--- src/design/delimited_field_extractor_core_macros.svh ---
// ----------------------------------------------------------------------------
// Assertion macros for the delimited field extractor
// Concurrent checks clocked on clk_i and disabled while rst_ni is low.
// ----------------------------------------------------------------------------
`ifndef DELIMITED_FIELD_EXTRACTOR_CORE_MACROS_SVH
`define DELIMITED_FIELD_EXTRACTOR_CORE_MACROS_SVH
`ifndef SYNTHESIS
`define DFE_ASSERT_IMPL(lbl, ante, cons, msg) \
  lbl: assert property (@(posedge clk_i) disable iff (!rst_ni) (ante) |-> (cons)) \
    else $error(msg);
`define DFE_ASSERT_NEXT(lbl, ante, cons, msg) \
  lbl: assert property (@(posedge clk_i) disable iff (!rst_ni) (ante) |=> (cons)) \
    else $error(msg);
`else
`define DFE_ASSERT_IMPL(lbl, ante, cons, msg)
`define DFE_ASSERT_NEXT(lbl, ante, cons, msg)
`endif
`endif

--- src/design/dfe_pkg.sv ---
// ----------------------------------------------------------------------------
// Delimited field extractor package
// Shared types, codes and constants of the extractor blocks.
// ----------------------------------------------------------------------------
package dfe_pkg;

  localparam int MAX_PATTERN_DEF = 8;
  localparam int COUNT_BITS_DEF  = 16;
  localparam int MAX_RESULTS     = 32;
  localparam int CFG_IDX_W       = 3;

  localparam logic [7:0] NEWLINE = 8'h0A;
  localparam logic [7:0] SPACE   = 8'h20;

  localparam logic [CFG_IDX_W-1:0] CFG_KW_PAT    = 3'd0;
  localparam logic [CFG_IDX_W-1:0] CFG_KW_LEN    = 3'd1;
  localparam logic [CFG_IDX_W-1:0] CFG_SE_PAT    = 3'd2;
  localparam logic [CFG_IDX_W-1:0] CFG_SE_LEN    = 3'd3;
  localparam logic [CFG_IDX_W-1:0] CFG_EE_PAT    = 3'd4;
  localparam logic [CFG_IDX_W-1:0] CFG_EE_LEN    = 3'd5;
  localparam logic [CFG_IDX_W-1:0] CFG_SIMPLIFY  = 3'd6;
  localparam logic [CFG_IDX_W-1:0] CFG_KEEP_EDGE = 3'd7;

  typedef enum logic [1:0] {
    KIND_CHAR      = 2'd0,
    KIND_FIELD_END = 2'd1,
    KIND_DONE      = 2'd2
  } kind_e;

  typedef enum logic [1:0] {
    PH_KEYWORD = 2'd0,
    PH_START   = 2'd1,
    PH_CONTENT = 2'd2
  } phase_e;

  typedef enum logic [3:0] {
    S_IDLE, S_PROC, S_CONT, S_PUSH, S_CHECK, S_EDGE_S, S_EDGE_E,
    S_FEND, S_NEXT, S_FLUSH, S_DONE, S_FIN
  } state_e;

  typedef struct packed {
    logic [63:0] kw_pat;
    logic [3:0]  kw_len;
    logic [63:0] se_pat;
    logic [3:0]  se_len;
    logic [63:0] ee_pat;
    logic [3:0]  ee_len;
    logic        simplify;
    logic        keep_edges;
  } dfe_cfg_t;

  typedef struct packed {
    logic [7:0] ch;
    logic       last;
  } dfe_item_t;

  typedef struct packed {
    kind_e       kind;
    logic [7:0]  ch;
    logic [15:0] count;
  } dfe_res_t;

  typedef struct packed {
    logic     valid;
    logic     fin;
    dfe_res_t res;
  } dfe_emit_t;

  typedef struct packed {
    logic em_ready;
    logic fin_ready;
  } dfe_ack_t;

  function automatic logic is_ws(logic [7:0] c);
    return ((c >= 8'd9) && (c <= 8'd13)) || (c == SPACE);
  endfunction

endpackage

--- src/design/delimited_field_extractor_core.sv ---
// ----------------------------------------------------------------------------
// Delimited field extractor core
// Finds keyword and edge delimited fields in a character stream.
// ----------------------------------------------------------------------------
// Characters enter a two-entry queue and are scanned by a sequencer that
// advances one matching step per cycle while its results are accepted. A
// plain character passes through a sequence of states; each shift of the
// match window, each result and each replayed end edge character adds
// states, so the engine loop, not the queue, sets the rate. Results leave
// through a one-deep hold stage and an output register at up to one per
// cycle, and the last result of each item carries run_last.
module delimited_field_extractor_core #(
  parameter int MAX_PATTERN = dfe_pkg::MAX_PATTERN_DEF,
  parameter int COUNT_BITS  = dfe_pkg::COUNT_BITS_DEF
) (
  input  logic                           clk_i,
  input  logic                           rst_ni,
  input  logic                           cfg_we_i,
  input  logic [dfe_pkg::CFG_IDX_W-1:0]  cfg_index_i,
  input  logic [63:0]                    cfg_wdata_i,
  input  logic                           in_valid_i,
  output logic                           in_ready_o,
  input  logic [7:0]                     text_char_i,
  input  logic                           stream_last_i,
  output logic                           out_valid_o,
  input  logic                           out_ready_i,
  output logic [1:0]                     kind_o,
  output logic [7:0]                     out_char_o,
  output logic [15:0]                    fields_found_o,
  output logic                           run_last_o
);
  import dfe_pkg::*;

  dfe_cfg_t  cfg_q, cfg_d;
  logic      item_valid, item_pop;
  dfe_item_t item;
  dfe_emit_t emit;
  dfe_ack_t  ack;
  dfe_res_t  res;

  always_comb begin
    cfg_d = cfg_q;
    if (cfg_we_i) begin
      case (cfg_index_i)
        CFG_KW_PAT:    cfg_d.kw_pat     = cfg_wdata_i;
        CFG_KW_LEN:    cfg_d.kw_len     = cfg_wdata_i[3:0];
        CFG_SE_PAT:    cfg_d.se_pat     = cfg_wdata_i;
        CFG_SE_LEN:    cfg_d.se_len     = cfg_wdata_i[3:0];
        CFG_EE_PAT:    cfg_d.ee_pat     = cfg_wdata_i;
        CFG_EE_LEN:    cfg_d.ee_len     = cfg_wdata_i[3:0];
        CFG_SIMPLIFY:  cfg_d.simplify   = cfg_wdata_i[0];
        CFG_KEEP_EDGE: cfg_d.keep_edges = cfg_wdata_i[0];
        default:       cfg_d = cfg_q;
      endcase
    end
  end

  always_ff @(posedge clk_i or negedge rst_ni) begin
    if (!rst_ni) begin
      cfg_q <= '0;
    end else begin
      cfg_q <= cfg_d;
    end
  end

  dfe_front u_front (
    .clk_i         (clk_i),
    .rst_ni        (rst_ni),
    .in_valid_i    (in_valid_i),
    .in_ready_o    (in_ready_o),
    .text_char_i   (text_char_i),
    .stream_last_i (stream_last_i),
    .item_valid_o  (item_valid),
    .item_o        (item),
    .item_pop_i    (item_pop)
  );

  dfe_engine #(
    .MAX_PATTERN (MAX_PATTERN),
    .COUNT_BITS  (COUNT_BITS)
  ) u_engine (
    .clk_i        (clk_i),
    .rst_ni       (rst_ni),
    .cfg_i        (cfg_q),
    .item_valid_i (item_valid),
    .item_i       (item),
    .item_pop_o   (item_pop),
    .emit_o       (emit),
    .ack_i        (ack)
  );

  dfe_outbuf u_outbuf (
    .clk_i       (clk_i),
    .rst_ni      (rst_ni),
    .emit_i      (emit),
    .ack_o       (ack),
    .out_valid_o (out_valid_o),
    .out_ready_i (out_ready_i),
    .res_o       (res),
    .run_last_o  (run_last_o)
  );

  assign kind_o         = res.kind;
  assign out_char_o     = res.ch;
  assign fields_found_o = res.count;

`include "delimited_field_extractor_core_macros.svh"

  `DFE_ASSERT_IMPL(a_count_only_on_done, out_valid_o && kind_o != KIND_DONE, fields_found_o == 16'd0, "field count outside a done item")
  `DFE_ASSERT_IMPL(a_char_only_on_char, out_valid_o && kind_o != KIND_CHAR, out_char_o == 8'd0, "character on a non-character result")
  `DFE_ASSERT_IMPL(a_done_is_last, out_valid_o && kind_o == KIND_DONE, run_last_o, "done result not flagged as last")
  `DFE_ASSERT_NEXT(a_fin_flushes_hold, emit.fin && ack.fin_ready, !emit.valid || !item_pop, "result issued while an item closes")

endmodule

--- src/design/dfe_front.sv ---
// ----------------------------------------------------------------------------
// Extractor front end
// Two-entry item queue that decouples the input channel from the scanner.
// ----------------------------------------------------------------------------
module dfe_front (
  input  logic              clk_i,
  input  logic              rst_ni,
  input  logic              in_valid_i,
  output logic              in_ready_o,
  input  logic [7:0]        text_char_i,
  input  logic              stream_last_i,
  output logic              item_valid_o,
  output dfe_pkg::dfe_item_t item_o,
  input  logic              item_pop_i
);
  import dfe_pkg::*;

  dfe_item_t   mem_q [2];
  logic        wptr_q, wptr_d, rptr_q, rptr_d;
  logic [1:0]  fill_q, fill_d;
  logic        push, pop;

  assign in_ready_o   = (fill_q != 2'd2);
  assign item_valid_o = (fill_q != 2'd0);
  assign item_o       = mem_q[rptr_q];
  assign push         = in_valid_i && in_ready_o;
  assign pop          = item_pop_i && item_valid_o;

  always_comb begin
    wptr_d = push ? ~wptr_q : wptr_q;
    rptr_d = pop ? ~rptr_q : rptr_q;
    fill_d = fill_q + {1'b0, push} - {1'b0, pop};
  end

  always_ff @(posedge clk_i or negedge rst_ni) begin
    if (!rst_ni) begin
      wptr_q <= 1'b0;
      rptr_q <= 1'b0;
      fill_q <= 2'd0;
    end else begin
      wptr_q <= wptr_d;
      rptr_q <= rptr_d;
      fill_q <= fill_d;
    end
  end

  always_ff @(posedge clk_i) begin
    if (push) begin
      mem_q[wptr_q] <= '{ch: text_char_i, last: stream_last_i};
    end
  end

endmodule

--- src/design/dfe_engine.sv ---
// ----------------------------------------------------------------------------
// Extractor scanning engine
// Sequencer that runs keyword, start edge and end edge matching one step
// per cycle while results are accepted, and takes one item at a time.
// ----------------------------------------------------------------------------
module dfe_engine #(
  parameter int MAX_PATTERN = dfe_pkg::MAX_PATTERN_DEF,
  parameter int COUNT_BITS  = dfe_pkg::COUNT_BITS_DEF
) (
  input  logic               clk_i,
  input  logic               rst_ni,
  input  dfe_pkg::dfe_cfg_t  cfg_i,
  input  logic               item_valid_i,
  input  dfe_pkg::dfe_item_t item_i,
  output logic               item_pop_o,
  output dfe_pkg::dfe_emit_t emit_o,
  input  dfe_pkg::dfe_ack_t  ack_i
);
  import dfe_pkg::*;

  localparam int PW = $clog2(MAX_PATTERN + 1);
  localparam int IW = (MAX_PATTERN > 1) ? $clog2(MAX_PATTERN) : 1;
  localparam int RW = $clog2(MAX_RESULTS + 1);

  state_e            state_q, state_d;
  phase_e            phase_q, phase_d;
  logic [7:0]        win_q [MAX_PATTERN];
  logic [7:0]        win_d [MAX_PATTERN];
  logic [7:0]        rep_q [MAX_PATTERN];
  logic [7:0]        rep_d [MAX_PATTERN];
  logic [PW-1:0]     cnt_q, cnt_d, rep_len_q, rep_len_d, rep_pos_q, rep_pos_d;
  logic [IW-1:0]     idx_q, idx_d;
  logic              ps_q, ps_d, cs_q, cs_d, last_q, last_d;
  logic              rep_act_q, rep_act_d, flush_q, flush_d;
  logic [7:0]        c_q, c_d;
  logic [COUNT_BITS-1:0] fcnt_q, fcnt_d;
  logic [RW-1:0]     res_cnt_q, res_cnt_d;

  logic [PW-1:0]     kl, sl, el, cur_len;
  logic [63:0]       cur_pat;
  logic              dis, pfx, full, capped, adv, e_want;
  logic [7:0]        cc;
  logic              cen, c_ws, c_nul, want_space, want_char, cadv;
  dfe_res_t          e_res;
  logic [31:0]       fc_ext;

  function automatic logic [PW-1:0] eff_len(logic [3:0] len);
    return (len > 4'(MAX_PATTERN)) ? PW'(MAX_PATTERN) : PW'(len);
  endfunction

  assign kl     = eff_len(cfg_i.kw_len);
  assign sl     = eff_len(cfg_i.se_len);
  assign el     = eff_len(cfg_i.ee_len);
  assign dis    = (kl == '0) && (sl == '0);
  assign full   = (cnt_q >= PW'(MAX_PATTERN));
  assign fc_ext = 32'(fcnt_q);

  always_comb begin
    case (phase_q)
      PH_KEYWORD: begin cur_len = kl; cur_pat = cfg_i.kw_pat; end
      PH_START:   begin cur_len = sl; cur_pat = cfg_i.se_pat; end
      default:    begin cur_len = el; cur_pat = cfg_i.ee_pat; end
    endcase
  end

  // Window holds a prefix of the pattern when every held byte matches.
  always_comb begin
    pfx = (cnt_q <= cur_len);
    for (int i = 0; i < MAX_PATTERN; i++) begin
      if ((PW'(i) < cnt_q) && (win_q[i] != cur_pat[8*i +: 8])) begin
        pfx = 1'b0;
      end
    end
  end

  // Content path: a dropped window byte, the current byte or a flushed byte.
  always_comb begin
    cc  = (state_q == S_CONT) ? c_q : win_q[0];
    cen = 1'b0;
    case (state_q)
      S_CONT:  cen = 1'b1;
      S_FLUSH: cen = (cnt_q != '0);
      S_PUSH:  cen = (phase_q == PH_CONTENT) && full;
      S_CHECK: cen = (phase_q == PH_CONTENT) && !pfx;
      default: cen = 1'b0;
    endcase
    c_ws       = is_ws(cc);
    c_nul      = (cc == 8'd0);
    want_space = cen && cfg_i.simplify && !c_nul && !c_ws && ps_q;
    want_char  = cen && !c_nul && !(cfg_i.simplify && c_ws);
  end

  // Result outputs.
  always_comb begin
    e_want = 1'b0;
    e_res  = '{kind: KIND_CHAR, ch: 8'd0, count: 16'd0};
    case (state_q)
      S_CONT, S_FLUSH, S_PUSH, S_CHECK: begin
        e_want = want_space || want_char;
        e_res.ch = want_space ? SPACE : cc;
      end
      S_EDGE_S: begin
        e_want   = 1'b1;
        e_res.ch = cfg_i.se_pat[8*idx_q +: 8];
      end
      S_EDGE_E: begin
        e_want   = 1'b1;
        e_res.ch = cfg_i.ee_pat[8*idx_q +: 8];
      end
      S_FEND: begin
        e_want     = 1'b1;
        e_res.kind = KIND_FIELD_END;
      end
      S_DONE: begin
        e_want      = 1'b1;
        e_res.kind  = KIND_DONE;
        e_res.count = fc_ext[15:0];
      end
      default: e_want = 1'b0;
    endcase
  end

  // Results past the per-item limit are dropped but still advance the scan.
  assign capped       = (res_cnt_q >= RW'(MAX_RESULTS));
  assign adv          = !e_want || capped || ack_i.em_ready;
  assign cadv         = adv && !want_space;
  assign emit_o.valid = e_want && !capped;
  assign emit_o.fin   = (state_q == S_FIN);
  assign emit_o.res   = e_res;
  assign item_pop_o   = (state_q == S_IDLE);

  // Next state.
  always_comb begin
    state_d = state_q;
    case (state_q)
      S_IDLE:   if (item_valid_i) state_d = dis ? S_NEXT : S_PROC;
      S_PROC: begin
        if (phase_q == PH_KEYWORD && kl == '0) state_d = S_PROC;
        else if (phase_q == PH_START && sl == '0) state_d = S_PROC;
        else if (phase_q == PH_CONTENT && el == '0) begin
          state_d = (c_q == NEWLINE) ? S_FEND : S_CONT;
        end else state_d = S_PUSH;
      end
      S_CONT:   if (cadv) state_d = S_NEXT;
      S_PUSH:   if (!full) state_d = S_CHECK;
      S_CHECK: begin
        if (pfx) begin
          if (cnt_q != cur_len) state_d = S_NEXT;
          else if (phase_q == PH_KEYWORD) state_d = S_NEXT;
          else if (phase_q == PH_START) begin
            state_d = (cfg_i.keep_edges && sl != '0) ? S_EDGE_S : S_NEXT;
          end else begin
            state_d = (cfg_i.keep_edges && el != '0) ? S_EDGE_E : S_FEND;
          end
        end
      end
      S_EDGE_S: if (adv && (PW'(idx_q) + PW'(1)) == sl) state_d = S_NEXT;
      S_EDGE_E: if (adv && (PW'(idx_q) + PW'(1)) == el) state_d = S_FEND;
      S_FEND:   if (adv) state_d = flush_q ? S_DONE : S_NEXT;
      S_NEXT: begin
        if (rep_act_q && rep_pos_q < rep_len_q) state_d = S_PROC;
        else if (!last_q) state_d = S_FIN;
        else if (!dis && phase_q == PH_CONTENT) state_d = S_FLUSH;
        else state_d = S_DONE;
      end
      S_FLUSH: begin
        if (cnt_q == '0) state_d = (cfg_i.keep_edges && el != '0) ? S_EDGE_E : S_FEND;
      end
      S_DONE:   if (adv) state_d = S_FIN;
      S_FIN:    if (ack_i.fin_ready) state_d = S_IDLE;
      default:  state_d = S_IDLE;
    endcase
  end

  // Datapath and scan state.
  always_comb begin
    phase_d   = phase_q;
    win_d     = win_q;
    rep_d     = rep_q;
    cnt_d     = cnt_q;
    rep_len_d = rep_len_q;
    rep_pos_d = rep_pos_q;
    idx_d     = idx_q;
    ps_d      = ps_q;
    cs_d      = cs_q;
    last_d    = last_q;
    rep_act_d = rep_act_q;
    flush_d   = flush_q;
    c_d       = c_q;
    fcnt_d    = fcnt_q;
    res_cnt_d = res_cnt_q;

    if (e_want && adv && !capped) res_cnt_d = res_cnt_q + RW'(1);

    // Simplify bookkeeping for the content byte.
    if (want_space && adv) ps_d = 1'b0;
    if (cadv && want_char && cfg_i.simplify) cs_d = 1'b1;
    if (cadv && cen && cfg_i.simplify && c_ws && !c_nul && cs_q) ps_d = 1'b1;

    case (state_q)
      S_IDLE: begin
        if (item_valid_i) begin
          c_d       = item_i.ch;
          last_d    = item_i.last;
          res_cnt_d = '0;
          rep_act_d = 1'b0;
          flush_d   = 1'b0;
        end
      end
      S_PROC: begin
        if (phase_q == PH_KEYWORD && kl == '0) begin
          phase_d = PH_START;
          cnt_d   = '0;
        end else if (phase_q == PH_START && sl == '0) begin
          phase_d = PH_CONTENT;
          cnt_d   = '0;
          ps_d    = 1'b0;
          cs_d    = 1'b0;
        end else if (phase_q == PH_CONTENT && el == '0 && c_q == NEWLINE) begin
          ps_d      = 1'b0;
          rep_d[0]  = NEWLINE;
          rep_len_d = PW'(1);
        end
      end
      S_PUSH, S_CHECK, S_FLUSH: begin
        if ((state_q == S_PUSH && full) || (state_q == S_CHECK && !pfx) ||
            (state_q == S_FLUSH && cnt_q != '0)) begin
          if (cadv) begin
            for (int i = 0; i < MAX_PATTERN - 1; i++) win_d[i] = win_q[i+1];
            win_d[MAX_PATTERN-1] = 8'd0;
            cnt_d = cnt_q - PW'(1);
          end
        end else if (state_q == S_PUSH) begin
          win_d[cnt_q[IW-1:0]] = c_q;
          cnt_d = cnt_q + PW'(1);
        end else if (state_q == S_FLUSH) begin
          ps_d  = 1'b0;
          idx_d = '0;
        end else if (cnt_q == cur_len) begin
          idx_d = '0;
          cnt_d = '0;
          if (phase_q == PH_KEYWORD) begin
            phase_d = (sl == '0) ? PH_CONTENT : PH_START;
            ps_d    = 1'b0;
            cs_d    = 1'b0;
          end else if (phase_q == PH_START) begin
            phase_d = PH_CONTENT;
            ps_d    = 1'b0;
            cs_d    = 1'b0;
          end else begin
            rep_d     = win_q;
            rep_len_d = el;
            ps_d      = 1'b0;
            cnt_d     = cnt_q;
          end
        end
      end
      S_EDGE_S, S_EDGE_E: if (adv) idx_d = idx_q + IW'(1);
      S_FEND: begin
        if (adv) begin
          if (fcnt_q != '1) fcnt_d = fcnt_q + COUNT_BITS'(1);
          phase_d   = PH_KEYWORD;
          cnt_d     = '0;
          cs_d      = 1'b0;
          rep_pos_d = '0;
          rep_act_d = !flush_q;
        end
      end
      S_NEXT: begin
        if (rep_act_q && rep_pos_q < rep_len_q) begin
          c_d       = rep_q[rep_pos_q[IW-1:0]];
          rep_pos_d = rep_pos_q + PW'(1);
        end else begin
          rep_act_d = 1'b0;
          flush_d   = last_q && !dis && (phase_q == PH_CONTENT);
        end
      end
      S_DONE: begin
        if (adv) begin
          phase_d = PH_KEYWORD;
          cnt_d   = '0;
          ps_d    = 1'b0;
          cs_d    = 1'b0;
          fcnt_d  = '0;
        end
      end
      default: ;
    endcase
  end

  always_ff @(posedge clk_i or negedge rst_ni) begin
    if (!rst_ni) begin
      state_q   <= S_IDLE;
      phase_q   <= PH_KEYWORD;
      cnt_q     <= '0;
      ps_q      <= 1'b0;
      cs_q      <= 1'b0;
      fcnt_q    <= '0;
      rep_act_q <= 1'b0;
      flush_q   <= 1'b0;
      res_cnt_q <= '0;
    end else begin
      state_q   <= state_d;
      phase_q   <= phase_d;
      cnt_q     <= cnt_d;
      ps_q      <= ps_d;
      cs_q      <= cs_d;
      fcnt_q    <= fcnt_d;
      rep_act_q <= rep_act_d;
      flush_q   <= flush_d;
      res_cnt_q <= res_cnt_d;
    end
  end

  always_ff @(posedge clk_i) begin
    win_q     <= win_d;
    rep_q     <= rep_d;
    rep_len_q <= rep_len_d;
    rep_pos_q <= rep_pos_d;
    idx_q     <= idx_d;
    last_q    <= last_d;
    c_q       <= c_d;
  end

endmodule

--- src/design/dfe_outbuf.sv ---
// ----------------------------------------------------------------------------
// Extractor result buffer
// Holds one result back so the last result of an item can be flagged,
// then presents results through an output register.
// ----------------------------------------------------------------------------
module dfe_outbuf (
  input  logic               clk_i,
  input  logic               rst_ni,
  input  dfe_pkg::dfe_emit_t emit_i,
  output dfe_pkg::dfe_ack_t  ack_o,
  output logic               out_valid_o,
  input  logic               out_ready_i,
  output dfe_pkg::dfe_res_t  res_o,
  output logic               run_last_o
);
  import dfe_pkg::*;

  dfe_res_t hold_q, hold_d, out_q, out_d;
  logic     hold_v_q, hold_v_d, out_v_q, out_v_d, last_q, last_d;
  logic     out_free;

  assign out_free        = !out_v_q || out_ready_i;
  assign ack_o.em_ready  = !hold_v_q || out_free;
  assign ack_o.fin_ready = !hold_v_q || out_free;
  assign out_valid_o     = out_v_q;
  assign res_o           = out_q;
  assign run_last_o      = last_q;

  always_comb begin
    hold_d   = hold_q;
    hold_v_d = hold_v_q;
    out_d    = out_q;
    last_d   = last_q;
    out_v_d  = out_v_q && !out_ready_i;
    if (emit_i.valid && ack_o.em_ready) begin
      if (hold_v_q) begin
        out_d   = hold_q;
        last_d  = 1'b0;
        out_v_d = 1'b1;
      end
      hold_d   = emit_i.res;
      hold_v_d = 1'b1;
    end else if (emit_i.fin && ack_o.fin_ready && hold_v_q) begin
      // The held result is the final one of its item.
      out_d    = hold_q;
      last_d   = 1'b1;
      out_v_d  = 1'b1;
      hold_v_d = 1'b0;
    end
  end

  always_ff @(posedge clk_i or negedge rst_ni) begin
    if (!rst_ni) begin
      hold_v_q <= 1'b0;
      out_v_q  <= 1'b0;
    end else begin
      hold_v_q <= hold_v_d;
      out_v_q  <= out_v_d;
    end
  end

  always_ff @(posedge clk_i) begin
    hold_q <= hold_d;
    out_q  <= out_d;
    last_q <= last_d;
  end

endmodule
--- config.mk ---
export PLATFORM = sky130hd
export DESIGN_NAME = delimited_field_extractor_core
export DESIGN_NICKNAME = d
export VERILOG_FILES = /design/src/design/dfe_pkg.sv /design/src/design/delimited_field_extractor_core.sv /design/src/design/dfe_front.sv /design/src/design/dfe_engine.sv /design/src/design/dfe_outbuf.sv
export VERILOG_INCLUDE_DIRS = /design/src /design/src/design
export SDC_FILE = /design/constraint.sdc
export NUM_CORES = 1
export LEC_CHECK = 0
export ABC_AREA = 0
export BUFFER_PORTS_ARGS = -buffer_cell sky130_fd_sc_hd__clkbuf_2
export CAP_MARGIN = 10
export CORE_ASPECT_RATIO = 1.5
export CORE_MARGIN = 1
export CORE_UTILIZATION = 35
export CTS_CLUSTER_DIAMETER = 50
export CTS_CLUSTER_SIZE = 30
export DETAILED_ROUTE_END_ITERATION = 10
export GPL_TIMING_DRIVEN = 0
export HOLD_SLACK_MARGIN = 0.05
export PLACE_DENSITY = 0.56
export SETUP_SLACK_MARGIN = 0.4
export SLEW_MARGIN = 40
export SYNTH_ARGS = -nofsm -noshare
export SYNTH_HDL_FRONTEND = slang
export SYNTH_SLANG_ARGS = --single-unit
--- constraint.sdc ---
create_clock -name clk_i -period 6.8 [get_ports clk_i]
set_clock_uncertainty 0.15 [all_clocks]
set_input_delay 1.7 -clock clk_i [delete_from_list [all_inputs] [get_ports clk_i]]
set_output_delay 1.7 -clock clk_i [all_outputs]
set_load 0.01 [all_outputs]
==> impl.org <==
** Synth
- Number of standard cells after synthesis :: 2,005
- For this run, the leading register cell type out of synthesis is dfrtp_1.
- Number of nets in the synthesized netlist :: 2,103
- Counting distinct cell types in the post-synthesis netlist gives 76.
- Of the post-synthesis cell area, the dominant cell type holds 27.94%.
- Largest cells by area after synthesis :: edfxtp_1 28%, dfrtp_1 26%, mux2_2 10%, nand2_1 4.0%, mux2i_1 3.6%
- Counting flops with a built-in enable in the synthesized netlist gives 219.
- FF+latch count, synth :: 467
- Post-synthesis instance area :: 23,530 um2
- Yosys printed 0 warnings.
- Counting instances in the post-synthesis netlist gives the leading cell types as 250 x nand2_1, 248 x dfrtp_1, 219 x edfxtp_1, 213 x mux2_2, 91 x o21ai_0.
- Cell type with the highest aggregate area in the netlist :: edfxtp_1
- Portion of the post-synthesis area used by sequential elements :: 54.31%
- By instance count, the leading cell after synthesis is nand2_1.
- Average cell area after synthesis :: 11.74 um2
- Share of synthesized registers carrying an async set or reset :: 53.10%

** Floorplan
- Die width :: 213.7 um
- Initial cell density of the core :: 35.33%
- The initialized floorplan defines 116 standard-cell rows.
- Placeable core region :: 66,620 um2
- The die is 319.6 um tall.
- The die covers 68,300 um2.
- 110 I/O pins were placed.

** STA
- Static timing analysis puts the maximum clock frequency at 0.1612 GHz.
- The worst pin sits at a relative slew slack of 30.81%.
- Final setup viols :: 0
- Hold Fails Final Rpt :: 0
- For the pin with the worst max-slew slack, the measured transition is 1.035 ns.
- The clock period could shrink to 6.202 ns.
- Of the available clock period, the critical path in the final layout requires 91.21%.
- The max-slew violation count was 0.
- Unrepaired setup endpoints after global routing :: no
- Hold timing on the final database bottoms out at a slack of 0.2750 ns.

** Worst setup path
- Together, buffers and inverters on the worst path number 8.
- On the critical path the largest part of the delay comes from buffers and inverters.
- The critical path is of the reg -> reg type.
- Data arrives at the worst endpoint at 6.39 ns.
- The critical path goes through buf_4 > buf_6 > buf_2 > buf_4 > buf_1 > nor2b_1 > a21oi_1 > a21oi_1 > a21oi_1 > ha_1 > nand4_1 > o21ai_0 > o21ai_1 > nor2_1 > a31oi_2 > nor2_1 > buf_2 > buf_2 > nand2_1 > nor3_4 > buf_4.
- Crit path required time :: 6.98 ns
- In this run the worst path has a maximum fanout of 10.
- The worst setup path is captured at a flop.
- Delay of the slowest cell on the worst path :: 0.49 ns
- STA classifies the critical path startpoint as a flop.
- Highest-delay cell along the critical path :: buf_2

** Run status
- Status :: finished clean

** Detailed routing
- In this run the remaining antenna-violating nets after routing total 0.
- Using the TritonRoute via totals, the vias-per-cell ratio works out to 5.612.
- Final wirelength :: 80.06 mm
- Average detailed-routed wire length per instance :: 26.03 um
- Final routed DRC violation total :: 0
- The detailed router finished its first iteration with 1,185 violations.
- The detailed router placed 17,264 vias in this run.
- First-pass detailed-route iteration total :: 7

** Clock tree
- CTS tree :: yes
- Clock Tree Buf Depth :: 3
- Worst-Skew Late Latency :: 0.62 ns
- TritonCTS buffer count :: 38
- The number of setup buffers added after CTS is 0.
- In this run the number of H-tree levels came out at 2.
- Clock slew at the register clock pins of the worst setup and hold paths :: 0.09 ns
- Buffer type at the clock tree root :: clkbuf_16
- Number of clock sinks seen by CTS :: 467
- Hold buffer count at cts :: 0

** Cells and area
- Antenna Cells :: 0
- Compared with the post-synthesis result, the final layout area differs by 14.09%.
- After routing the design area is 26,850 um2.
- Fraction of final layout cells with drive strength greater than 1 :: 23.69%
- Counting the fill cells in the layout gives 6,380.
- Nets :: 2,259

** Placed design
- Placed Area :: 25,410 um2
- The congestion estimate from routability-driven global placement came to 0.9395.
- The wire-length estimate of the detail-placed layout is 62.36 mm.
- Number of port buffers :: 107

** GRT
- Number of global-route vias before repair :: 17,713
- For this run, the total global-route usage over all layers was measured as 23.88%.
- The first global-routing pass estimated 118.5 mm of wire.
- Entering global routing, the biggest net connects 72 pins.
- Total congestion overflow :: 0
- Antenna violations before repair :: 0

** Pwr
- Summed over all cells, the static leakage comes to 10.41 nW.
- Final Total Pwr :: 11.48 mW
- Power density of the placed cells :: 427.5 nW/um2
- IR analysis of the VDD net gives a maximum drop of 0.0002023 V.

** Min path
- Type of the worst min-delay path :: reg -> reg

** Flow run
- Across the run, the number of max-cap violations was 0.
-- stage by stage --
step	TNS, ns	setup WS, ns	utilization (%)	cells
6_report	0	0.5975	40.31	3076
5_1_grt	0	0.4017	40.31	3076
4_1_cts	0	0.4286	40.21	3076
3_5_place_dp	0	0.1263	38.14	3006
3_3_place_gp	-362.10	-1.449	37.79	2997
2_1_floorplan	0	1.742	-	2005
-- cells in the final DEF, fill, tap and decap left out, drive strengths merged, types with 9 or more instances in the layout --
cell      n
o211ai   27
and3     27
mux2i    85
clkbuf  235
xor2     29
xnor2     9
or3      22
a31oi    11
o21ai   111
a21boi   10
nand2   250
a211o    17
o221ai    9
ha       17
o211a    21
nand2b   18
nor4     14
and2     15
nand4b    9
edfxtp  219
nor2     74
nand3    59
a211oi   37
mux4     35
o22ai    11
dfrtp   248
mux2    217
buf      52
inv      64
clkinv    9
a21oi    68
nor3     21
nor2b    48
nand4    10
or4      10
o32ai    10
-- cell families after synthesis --
family,synth area share [%]
and+or+nand+nor,12.37
xor gates and xnor gates,1.414
adders and majority gates,0.9038
DFF,54.31
muxes,17.35
buffers and inverters,3.084
AOI/OAI and AO/OA,10.56
-- timing repair --
action                     4_1_cts  5_1_grt
resized for setup                1       12
hold endpoints to repair         0        0
setup endpoints to repair       76       54
-- layout make-up --
type	count	area, um2	area share (%)
sequential	467	12780	47.60
multi-input combinational	1363	10160	37.85
tap	885	1107	4.124
clock buffer	45	1018	3.793
timing repair buffer	116	674.4	2.512
buffer	126	561.8	2.092
clock inverter	25	359.1	1.337
inverter	49	183.9	0.6850
-- per-layer routing --
metal	global-route usage, %	wire [um]	vias to the layer above
met3	3.309	3585	212
met2	42.11	41250	525
li1	-	-	7722
met5	0	0	-
met4	15.16	5789	0
met1	26.71	29440	8805
-- state kept, by name (all words and copies together), names as in the netlist, 2 cells and up --
register	count
u_engine.phase_q	2
u_front.fill_q	2
u_engine.state_q	4
u_front.mem_q	18
u_engine.cnt_q	4
u_outbuf.res_o	26
u_engine.rep_len_q	4
cfg_q	206
u_engine.fcnt_q	16
u_engine.win_q	64
u_outbuf.hold_q	26
u_engine.rep_q	64
u_engine.c_q	8
u_engine.idx_q	3
u_engine.res_cnt_q	6
u_engine.rep_pos_q	4
-- report_power, final --
| group | total (mW) | switching [mW] | internal, mW |
|---|---|---|---|
| sequential | 4.43 | 0.528 | 3.90 |
| clock | 2.46 | 1.27 | 1.18 |
| combinational | 4.59 | 3.04 | 1.55 |
| total | 11.5 | 4.84 | 6.64 |
-- final timing paths --
| kind | slack, ns | end | cells past startpoint | from |
|---|---|---|---|---|
| max in group asynchronous | 4.15 | cfg_q[19] | 4 | rst_ni |
| min in group asynchronous | 0.91 | u_front.wptr_q | 1 | rst_ni |
| worst max-delay path | 0.60 | u_engine.rep_len_q[0] | 21 | u_engine.phase_q[0] |
| worst min-delay path | 0.27 | u_outbuf.res_o[3] | 0 | u_outbuf.hold_q[3] |
| worst max register to register | 0.60 | u_engine.rep_len_q[0] | 21 | u_engine.phase_q[0] |
| worst min register to register | 0.27 | u_outbuf.res_o[3] | 0 | u_outbuf.hold_q[3] |
Power figures use the tool's default switching activity.
